`config.mk`:
```
export PLATFORM = sky130hd
export DESIGN_NAME = case_insensitive_wildcard_matcher_core_flat
export DESIGN_NICKNAME = d
export VERILOG_FILES = /design/src/rtl/cimw_pkg.sv /design/src/rtl/cimw_if.sv /design/src/rtl/cimw_lanes.sv /design/src/rtl/cimw_closure.sv /design/src/rtl/cimw_nfa.sv /design/src/rtl/case_insensitive_wildcard_matcher_core.sv /design/src/flat_wrapper.sv
export SDC_FILE = /design/constraint.sdc
export NUM_CORES = 2
export LEC_CHECK = 0
export ABC_CLOCK_PERIOD_IN_PS = 15100
export BUFFER_PORTS_ARGS = -buffer_cell sky130_fd_sc_hd__buf_4
export CORE_ASPECT_RATIO = 0.7
export CORE_MARGIN = 3
export CORE_UTILIZATION = 60
export CTS_BUF_LIST = sky130_fd_sc_hd__clkbuf_4
export CTS_CLUSTER_SIZE = 14
export DETAILED_ROUTE_END_ITERATION = 8
export PLACE_DENSITY = 0.75
export SYNTH_ARGS = -nofsm -noshare
export SYNTH_HDL_FRONTEND = slang
export SYNTH_HIERARCHICAL = 1
export SYNTH_SLANG_ARGS = --single-unit
```
`constraint.sdc`:
```
create_clock -name i_clk -period 15.1 [get_ports i_clk]
set_input_delay 4.53 -clock i_clk [delete_from_list [all_inputs] [get_ports i_clk]]
set_output_delay 4.53 -clock i_clk [all_outputs]
set_load 0.01 [all_outputs]
```
`src/rtl/cimw_pkg.sv`:
```
// Shared constants, request codes and the character fold for the wildcard matcher.
// No dependencies; cimw_if, cimw_lanes, cimw_nfa and the core import this package.
`default_nettype none

package cimw_pkg;

    // Field widths of the request and configuration ports.
    localparam int CHAR_W = 16;
    localparam int POS_W  = 6;
    localparam int LEN_W  = 7;

    // Default number of pattern slots.
    localparam int MAX_PATTERN_DEF = 64;

    // Character constants.
    localparam logic [CHAR_W-1:0] CH_STAR     = 16'h002A;
    localparam logic [CHAR_W-1:0] CH_QMARK    = 16'h003F;
    localparam logic [CHAR_W-1:0] CH_LOWER_A  = 16'h0061;
    localparam logic [CHAR_W-1:0] CH_LOWER_Z  = 16'h007A;
    localparam logic [CHAR_W-1:0] ASCII_LIMIT = 16'h0080;
    localparam logic [CHAR_W-1:0] CASE_OFFSET = 16'h0020;

    // Request codes; code 3 is unused.
    typedef enum logic [1:0] {
        REQ_LOAD    = 2'd0,
        REQ_SUBJECT = 2'd1,
        REQ_QUERY   = 2'd2
    } t_req;

    // Fold ASCII a..z to A..Z; everything else passes unchanged.
    function automatic logic [CHAR_W-1:0] fold_char(input logic [CHAR_W-1:0] c);
        if (c < ASCII_LIMIT && c >= CH_LOWER_A && c <= CH_LOWER_Z) begin
            return c - CASE_OFFSET;
        end
        return c;
    endfunction

endpackage

`default_nettype wire

```
`src/rtl/cimw_if.sv`:
```
// Request and result channel interfaces for the wildcard matcher.
// Depends on cimw_pkg for the field widths.
`default_nettype none

interface cimw_req_if import cimw_pkg::*; ();
    logic              valid;
    logic              ready;
    logic [1:0]        req_type;
    logic [CHAR_W-1:0] char_code;
    logic [POS_W-1:0]  position;
    logic              last;

    modport source (output valid, req_type, char_code, position, last, input ready);
    modport sink   (input valid, req_type, char_code, position, last, output ready);
endinterface

interface cimw_res_if;
    logic valid;
    logic ready;
    logic matched;
    logic subject_done;

    modport source (output valid, matched, subject_done, input ready);
    modport sink   (input valid, matched, subject_done, output ready);
endinterface

`default_nettype wire

```
`src/rtl/cimw_lanes.sv`:
```
// Pattern slot lanes: one stored, folded character per slot and its comparator.
// Depends on cimw_pkg for widths, character constants and the fold function.
`default_nettype none

module cimw_lanes import cimw_pkg::*; #(
    parameter int MAX_PATTERN = MAX_PATTERN_DEF
) (
    input  wire logic                   i_clk,
    input  wire logic                   i_load,
    input  wire logic [POS_W-1:0]       i_pos,
    input  wire logic [CHAR_W-1:0]      i_code,
    output logic      [MAX_PATTERN-1:0] o_star,
    output logic      [MAX_PATTERN-1:0] o_adv
);

    logic [CHAR_W-1:0] r_char [MAX_PATTERN];
    logic              r_star [MAX_PATTERN];
    logic              r_qmark[MAX_PATTERN];
    logic [CHAR_W-1:0] subj_fold;

    assign subj_fold = fold_char(i_code);

    for (genvar k = 0; k < MAX_PATTERN; k++) begin : g_lane
        always_ff @(posedge i_clk) begin
            if (i_load && 32'(i_pos) == k) begin
                r_char[k]  <= subj_fold;
                r_star[k]  <= (i_code == CH_STAR);
                r_qmark[k] <= (i_code == CH_QMARK);
            end
        end

        // A slot advances on a '?' or on an equal folded character; a star never advances.
        assign o_star[k] = r_star[k];
        assign o_adv[k]  = !r_star[k] && (r_qmark[k] || r_char[k] == subj_fold);
    end

endmodule

`default_nettype wire

```
`src/rtl/cimw_closure.sv`:
```
// Star closure as a parallel prefix network over the NFA positions.
// No package dependencies.
`default_nettype none

module cimw_closure #(
    parameter int N = 65
) (
    input  wire logic [N-1:0] i_set,
    input  wire logic [N-1:0] i_prop,
    output logic      [N-1:0] o_set
);

    localparam int L = (N > 1) ? $clog2(N) : 1;

    logic [N-1:0] g[L+1];
    logic [N-1:0] p[L+1];

    // Bit j ends active if some active bit k <= j reaches it through propagating bits.
    always_comb begin
        g[0] = i_set;
        p[0] = i_prop;
        for (int l = 0; l < L; l++) begin
            for (int j = 0; j < N; j++) begin
                if (j >= (1 << l)) begin
                    g[l+1][j] = g[l][j] | (p[l][j] & g[l][j-(1<<l)]);
                    p[l+1][j] = p[l][j] & p[l][j-(1<<l)];
                end else begin
                    g[l+1][j] = g[l][j];
                    p[l+1][j] = p[l][j];
                end
            end
        end
    end

    assign o_set = g[L];

endmodule

`default_nettype wire

```
`src/rtl/cimw_nfa.sv`:
```
// Active position register of the NFA with its one-character step and match output.
// Depends on cimw_closure; no package items needed beyond the default size.
`default_nettype none

module cimw_nfa import cimw_pkg::*; #(
    parameter int MAX_PATTERN = MAX_PATTERN_DEF,
    localparam int LW = $clog2(MAX_PATTERN + 1)
) (
    input  wire logic                   i_clk,
    input  wire logic                   i_rst_n,
    input  wire logic                   i_step,
    input  wire logic                   i_rearm,
    input  wire logic [LW-1:0]          i_len,
    input  wire logic [MAX_PATTERN-1:0] i_star,
    input  wire logic [MAX_PATTERN-1:0] i_adv,
    output logic                        o_step_match,
    output logic                        o_query_match
);

    localparam int N = MAX_PATTERN + 1;

    logic [N-1:0]           r_active;
    logic [N-1:0]           n_active;
    logic [N-1:0]           len_mask;
    logic [MAX_PATTERN-1:0] in_use;
    logic [N-1:0]           prop;
    logic [N-1:0]           cur;
    logic [N-1:0]           nxt_raw;
    logic [N-1:0]           nxt;
    logic [N-1:0]           start;
    logic [N-1:0]           query;

    always_comb begin
        for (int j = 0; j < N; j++) begin
            len_mask[j] = (32'(j) <= 32'(i_len));
        end
        for (int i = 0; i < MAX_PATTERN; i++) begin
            in_use[i] = (32'(i) < 32'(i_len));
        end
    end

    // A star in use at slot i carries activity from position i into i + 1.
    assign prop  = {i_star & in_use, 1'b0};
    assign start = N'(1);

    cimw_closure #(.N(N)) u_cur (
        .i_set  (r_active & len_mask),
        .i_prop (prop),
        .o_set  (cur)
    );

    always_comb begin
        nxt_raw = '0;
        for (int i = 0; i < MAX_PATTERN; i++) begin
            if (cur[i] && in_use[i]) begin
                if (i_star[i]) begin
                    nxt_raw[i] = 1'b1;
                end
                if (i_adv[i]) begin
                    nxt_raw[i+1] = 1'b1;
                end
            end
        end
    end

    cimw_closure #(.N(N)) u_nxt (
        .i_set  (nxt_raw),
        .i_prop (prop),
        .o_set  (nxt)
    );

    cimw_closure #(.N(N)) u_query (
        .i_set  (start),
        .i_prop (prop),
        .o_set  (query)
    );

    assign o_step_match  = (i_len == '0) || nxt[i_len];
    assign o_query_match = (i_len == '0) || query[i_len];

    always_comb begin
        n_active = r_active;
        if (i_rearm) begin
            n_active = start;
        end else if (i_step) begin
            n_active = nxt;
        end
    end

    always_ff @(posedge i_clk) begin
        if (!i_rst_n) begin
            r_active <= start;
        end else begin
            r_active <= n_active;
        end
    end

endmodule

`default_nettype wire

```
`src/rtl/case_insensitive_wildcard_matcher_core.sv`:
```
// Top level of the case-insensitive wildcard matcher: request register, NFA and result register.
// Depends on cimw_pkg, cimw_if, cimw_lanes, cimw_closure and cimw_nfa.
`default_nettype none

//  Channel  | Direction | Carries
//  ---------+-----------+-----------------------------------------------
//  i_req    | in        | req_type, char_code, position, last
//  o_res    | out       | matched, subject_done
//  i_cfg_*  | in        | pattern_length write (o_cfg_ready always high)
//
// Every request yields exactly one result. A request is taken every cycle unless the
// result register is stalled with the request register full: it first lands in a
// request register, from which the lanes compare it against all pattern slots at once
// while the NFA advances all positions together; the result register then holds the
// answer.
// The request register and the result register form a two-entry buffer, so requests
// keep flowing while one result is stalled; a stall of two results holds off i_req.
// Reset (synchronous, active low) empties both registers, sets the pattern length to
// zero and arms the NFA at position zero. Pattern slots are undefined until loaded.

module case_insensitive_wildcard_matcher_core import cimw_pkg::*; #(
    parameter int MAX_PATTERN = MAX_PATTERN_DEF
) (
    input  wire logic             i_clk,
    input  wire logic             i_rst_n,
    cimw_req_if.sink              i_req,
    cimw_res_if.source            o_res,
    input  wire logic             i_cfg_valid,
    input  wire logic [LEN_W-1:0] i_cfg_data,
    output logic                  o_cfg_ready
);

    localparam int LW = $clog2(MAX_PATTERN + 1);

    // Configuration register, saturated to the slot count when used.
    logic [LEN_W-1:0] r_cfg_len;
    logic [LW-1:0]    len;

    // Request register.
    logic              r_s1_valid;
    logic [1:0]        r_s1_req;
    logic [CHAR_W-1:0] r_s1_code;
    logic [POS_W-1:0]  r_s1_pos;
    logic              r_s1_last;

    // Result register.
    logic r_out_valid;
    logic r_out_matched;
    logic r_out_done;
    logic n_out_matched;
    logic n_out_done;

    logic                   s1_adv;
    logic                   do_load;
    logic                   do_subject;
    logic                   do_query;
    logic [MAX_PATTERN-1:0] star_vec;
    logic [MAX_PATTERN-1:0] adv_vec;
    logic                   step_match;
    logic                   query_match;

    assign o_cfg_ready = 1'b1;

    always_ff @(posedge i_clk) begin
        if (!i_rst_n) begin
            r_cfg_len <= '0;
        end else if (i_cfg_valid) begin
            r_cfg_len <= i_cfg_data;
        end
    end

    always_comb begin
        if (32'(r_cfg_len) > 32'(MAX_PATTERN)) begin
            len = LW'(MAX_PATTERN);
        end else begin
            len = LW'(r_cfg_len);
        end
    end

    // The request register moves on whenever the result register is free or being drained.
    assign s1_adv      = r_s1_valid && (!r_out_valid || o_res.ready);
    assign i_req.ready = !r_s1_valid || s1_adv;

    always_ff @(posedge i_clk) begin
        if (!i_rst_n) begin
            r_s1_valid <= 1'b0;
        end else if (i_req.ready) begin
            r_s1_valid <= i_req.valid;
        end
    end

    always_ff @(posedge i_clk) begin
        if (i_req.ready && i_req.valid) begin
            r_s1_req  <= i_req.req_type;
            r_s1_code <= i_req.char_code;
            r_s1_pos  <= i_req.position;
            r_s1_last <= i_req.last;
        end
    end

    assign do_load    = s1_adv && (r_s1_req == REQ_LOAD);
    assign do_subject = s1_adv && (r_s1_req == REQ_SUBJECT);
    assign do_query   = s1_adv && (r_s1_req == REQ_QUERY);

    // Loads land in the slot lanes; slots at or beyond the slot count are ignored there.
    cimw_lanes #(.MAX_PATTERN(MAX_PATTERN)) u_lanes (
        .i_clk  (i_clk),
        .i_load (do_load),
        .i_pos  (r_s1_pos),
        .i_code (r_s1_code),
        .o_star (star_vec),
        .o_adv  (adv_vec)
    );

    // A query, or the last character of a subject, rearms the NFA at position zero.
    cimw_nfa #(.MAX_PATTERN(MAX_PATTERN)) u_nfa (
        .i_clk         (i_clk),
        .i_rst_n       (i_rst_n),
        .i_step        (do_subject),
        .i_rearm       (do_query || (do_subject && r_s1_last)),
        .i_len         (len),
        .i_star        (star_vec),
        .i_adv         (adv_vec),
        .o_step_match  (step_match),
        .o_query_match (query_match)
    );

    // Loads and the unused request code report zeros.
    always_comb begin
        unique case (r_s1_req)
            REQ_SUBJECT: begin
                n_out_matched = step_match;
                n_out_done    = r_s1_last;
            end
            REQ_QUERY: begin
                n_out_matched = query_match;
                n_out_done    = 1'b1;
            end
            default: begin
                n_out_matched = 1'b0;
                n_out_done    = 1'b0;
            end
        endcase
    end

    always_ff @(posedge i_clk) begin
        if (!i_rst_n) begin
            r_out_valid <= 1'b0;
        end else if (!r_out_valid || o_res.ready) begin
            r_out_valid <= r_s1_valid;
        end
    end

    always_ff @(posedge i_clk) begin
        if (s1_adv) begin
            r_out_matched <= n_out_matched;
            r_out_done    <= n_out_done;
        end
    end

    assign o_res.valid        = r_out_valid;
    assign o_res.matched      = r_out_matched;
    assign o_res.subject_done = r_out_done;

endmodule

`default_nettype wire

```
`src/flat_wrapper.sv`:
```
// flat-port wrapper written by rule: the top's interface ports become plain ports
module case_insensitive_wildcard_matcher_core_flat import cimw_pkg::*;
#(
    parameter int MAX_PATTERN = MAX_PATTERN_DEF
)
  (i_clk, i_rst_n, i_cfg_valid, i_cfg_data, o_cfg_ready, i_req_valid, i_req_req_type, i_req_char_code, i_req_position, i_req_last, i_req_ready, o_res_valid, o_res_matched, o_res_subject_done, o_res_ready);
  cimw_req_if i_req_i ();
  cimw_res_if o_res_i ();
  input  wire logic i_clk;
  input  wire logic i_rst_n;
  input  wire logic i_cfg_valid;
  input  wire logic [LEN_W-1:0] i_cfg_data;
  output logic o_cfg_ready;
  input wire logic [$bits(i_req_i.valid)-1:0] i_req_valid;
  input wire logic [$bits(i_req_i.req_type)-1:0] i_req_req_type;
  input wire logic [$bits(i_req_i.char_code)-1:0] i_req_char_code;
  input wire logic [$bits(i_req_i.position)-1:0] i_req_position;
  input wire logic [$bits(i_req_i.last)-1:0] i_req_last;
  output wire logic [$bits(i_req_i.ready)-1:0] i_req_ready;
  output wire logic [$bits(o_res_i.valid)-1:0] o_res_valid;
  output wire logic [$bits(o_res_i.matched)-1:0] o_res_matched;
  output wire logic [$bits(o_res_i.subject_done)-1:0] o_res_subject_done;
  input wire logic [$bits(o_res_i.ready)-1:0] o_res_ready;
  assign i_req_i.valid = i_req_valid;
  assign i_req_i.req_type = i_req_req_type;
  assign i_req_i.char_code = i_req_char_code;
  assign i_req_i.position = i_req_position;
  assign i_req_i.last = i_req_last;
  assign i_req_ready = i_req_i.ready;
  assign o_res_valid = o_res_i.valid;
  assign o_res_matched = o_res_i.matched;
  assign o_res_subject_done = o_res_i.subject_done;
  assign o_res_i.ready = o_res_ready;
  case_insensitive_wildcard_matcher_core #(.MAX_PATTERN(MAX_PATTERN)) u_core (.i_clk(i_clk), .i_rst_n(i_rst_n), .i_req(i_req_i), .o_res(o_res_i), .i_cfg_valid(i_cfg_valid), .i_cfg_data(i_cfg_data), .o_cfg_ready(o_cfg_ready));
endmodule
```
==> impl_metrics.env <==
export IMPL_rsz0062_at_grt="false"
export IMPL_layout_commonest_cell="edfxtp_1"
export IMPL_max_slew_margin_rel_pct=15.3
export IMPL_fin_crit_ps=10080
export IMPL_path_max_fanout=24
export IMPL_required_ps=16020
export IMPL_drive_gt1_share_pct=14.1
export IMPL_fp_coreArea_sq_um=103000
export IMPL_ant_nets=0
export IMPL_yosys_warnings=6
export IMPL_die_w_um=393
export IMPL_insertion_delay_ps=1190
export IMPL_drt_iter0_markers=7523
export IMPL_worst_path_most_repeated_cell="a21o_1"
export IMPL_avgSynthCellArea_sq_um=11.9
export IMPL_fillers=7509
export IMPL_switching_share_pct=24.0
export IMPL_dr_pass1_iters=9
export IMPL_dieArea_sq_um=109000
export IMPL_hold_viol_final=0
export IMPL_p_switching_w=0.00172
export IMPL_syn_area_sq_um=62900
export IMPL_dp_hpwl_um=130000
export IMPL_max_freq_mhz=99.2
export IMPL_peakVddDrop_mv=0.0973
export IMPL_route_detailed_drc=1
export IMPL_htreeDepth=5
export IMPL_antenna_found_initial=16
export IMPL_cp_end_kind="flip-flop"
export IMPL_p_leak_nw=23.8
export IMPL_slowest_delay_ps=930
export IMPL_start_util_pct=61.1
export IMPL_gp_congestion=1.01
export IMPL_num_rows=98
export IMPL_cts_root_buf="clkbuf_4"
export IMPL_maxCapViolCount=0
export IMPL_clock_tree_buffer_depth=4
export IMPL_cts_tree="done"
export IMPL_post_cts_buffers=0
export IMPL_area_growth_pct=10.9
export IMPL_final_max_slew_viol_count=0
export IMPL_cts_sinks=1252
export IMPL_cts_resized=0
export IMPL_finalNetCount=5750
export IMPL_intPower_w=0.00543
export IMPL_setup_violations=0
export IMPL_viasPerCell=6.67
export IMPL_critPathKind="reg2reg"
export IMPL_place_port_buffers=40
export IMPL_power_w=0.00715
export IMPL_violations="design-rule violations"
export IMPL_arrival_ps=11000
export IMPL_synthCells=5267
export IMPL_hold_path_class="reg2reg"
export IMPL_grt_pass1_vias=45400
export IMPL_startpoint_type="flip-flop"
export IMPL_ios=42
export IMPL_fin_crit_sh_pct=66.8
export IMPL_grt_pass1_wl_um=299000
export IMPL_gr_total_overflow=0
export IMPL_skew_ps=89.9
export IMPL_p_seq_share_pct=53.2
export IMPL_detail_route_wl_per_cell_um=28.3
export IMPL_layout_common_cells="edfxtp_1 (1179), clkbuf_4 (453), nand2_1 (356)"
export IMPL_wl_um=206000
export IMPL_p_per_area_nw_per_um2=102
export IMPL_worst_slew_pin_slew_ps=1270
export IMPL_comb_power_share_pct=7.2
export IMPL_slowest_stage="nor4_2"
export IMPL_hold_buffers=0
export IMPL_die_h_um=277
export IMPL_placed_area_sq_um=65900
export IMPL_fin_area_sq_um=69800
export IMPL_clk_pin_slew_ps=70
export IMPL_status="finished, violations left"
export IMPL_tritoncts_num_buffers=315
export IMPL_grt_start_max_net_pins=98
export IMPL_fin_setup_tns_ps=0
export IMPL_track_usage_pct=37.2
export IMPL_vias=48500
export IMPL_pwr_share_clk_pct=39.6
registers in the layout, summed over array words and instances, names as in the netlist:
register / flops
u_core/o_res.matched: 1
u_core/r_cfg_len: 7
u_core/r_s1_pos: 6
u_core/u_lanes/r_star: 64
u_core/r_s1_code: 16
u_core/r_s1_last: 1
u_core/r_s1_req: 2
u_core/o_res.valid: 1
u_core/o_res.subject_done: 1
u_core/u_nfa/r_active: 64
u_core/r_s1_valid: 1
u_core/u_lanes/r_qmark: 64
u_core/u_lanes/r_char: 1024
per-layer routing:
layer / GRT usage (%) / routed length [um] / up-vias
met2: 51.2 / 84900 / 3608
met3: 11.8 / 30400 / 524
met1: 53.5 / 80700 / 23500
met4: 17.6 / 9610 / 10
li1: - / - / 20900
met5: 0 / 58 / -
worst paths after layout:
kind                         endpoint                      from  slack [ps]  cells after the start
max              u_core/o_res.matched       u_core/r_cfg_len[6]        5020                     31
min          u_core/u_nfa/r_active[1]  u_core/u_nfa/r_active[1]         490                      2
max reg2reg      u_core/o_res.matched       u_core/r_cfg_len[6]        5020                     31
min reg2reg  u_core/u_nfa/r_active[1]  u_core/u_nfa/r_active[1]         490                      2
area by class of cell:
class / instances / area (sq um) / area share (%)
repair buffers: 210 / 1680 / 2.40
multi-input cells: 3752 / 25000 / 35.8
diodes: 11 / 27.5 / 0.0395
clock inverters: 70 / 463 / 0.663
well taps: 1350 / 1690 / 2.42
clock buffers: 453 / 3400 / 4.87
inverters: 177 / 666 / 0.954
flip-flops and latches: 1252 / 36900 / 52.8
power by group through the flow:
| stage | Sequential, W | Combinational (W) | Clock [W] |
|---|---|---|---|
| after floorplan | 0.00388 | 0.000296 | 0 |
| after global placement | 0.00388 | 0.000479 | 0 |
| after detailed placement | 0.00388 | 0.000489 | 0 |
| after CTS | 0.00380 | 0.000492 | 0.00287 |
| after global routing | 0.00380 | 0.000536 | 0.00305 |
| final | 0.00380 | 0.000515 | 0.00283 |
worst max-delay path, delay by kind of cell (launching register included):
| family | cells | cell delay (ps) |
|---|---|---|
| and+or+nand+nor | 12 | 3350 |
| DFF | 1 | 610 |
| buffers and inverters | 2 | 410 |
| AOI/OAI and AO/OA | 16 | 5020 |
| muxes | 1 | 460 |
stage by stage:
step           util, %  setup slack (ps)  instances  hold WS (ps)
2_1_floorplan        -              5830       5431           452
4_1_cts           67.7              5390       7264           488
3_3_place_gp      64.0              5600       6741           465
6_report          67.7              5020       7275           489
5_1_grt           67.7              4610       7268           523
3_5_place_dp      64.0              5390       6741           470
Power figures use the tool's default switching activity.
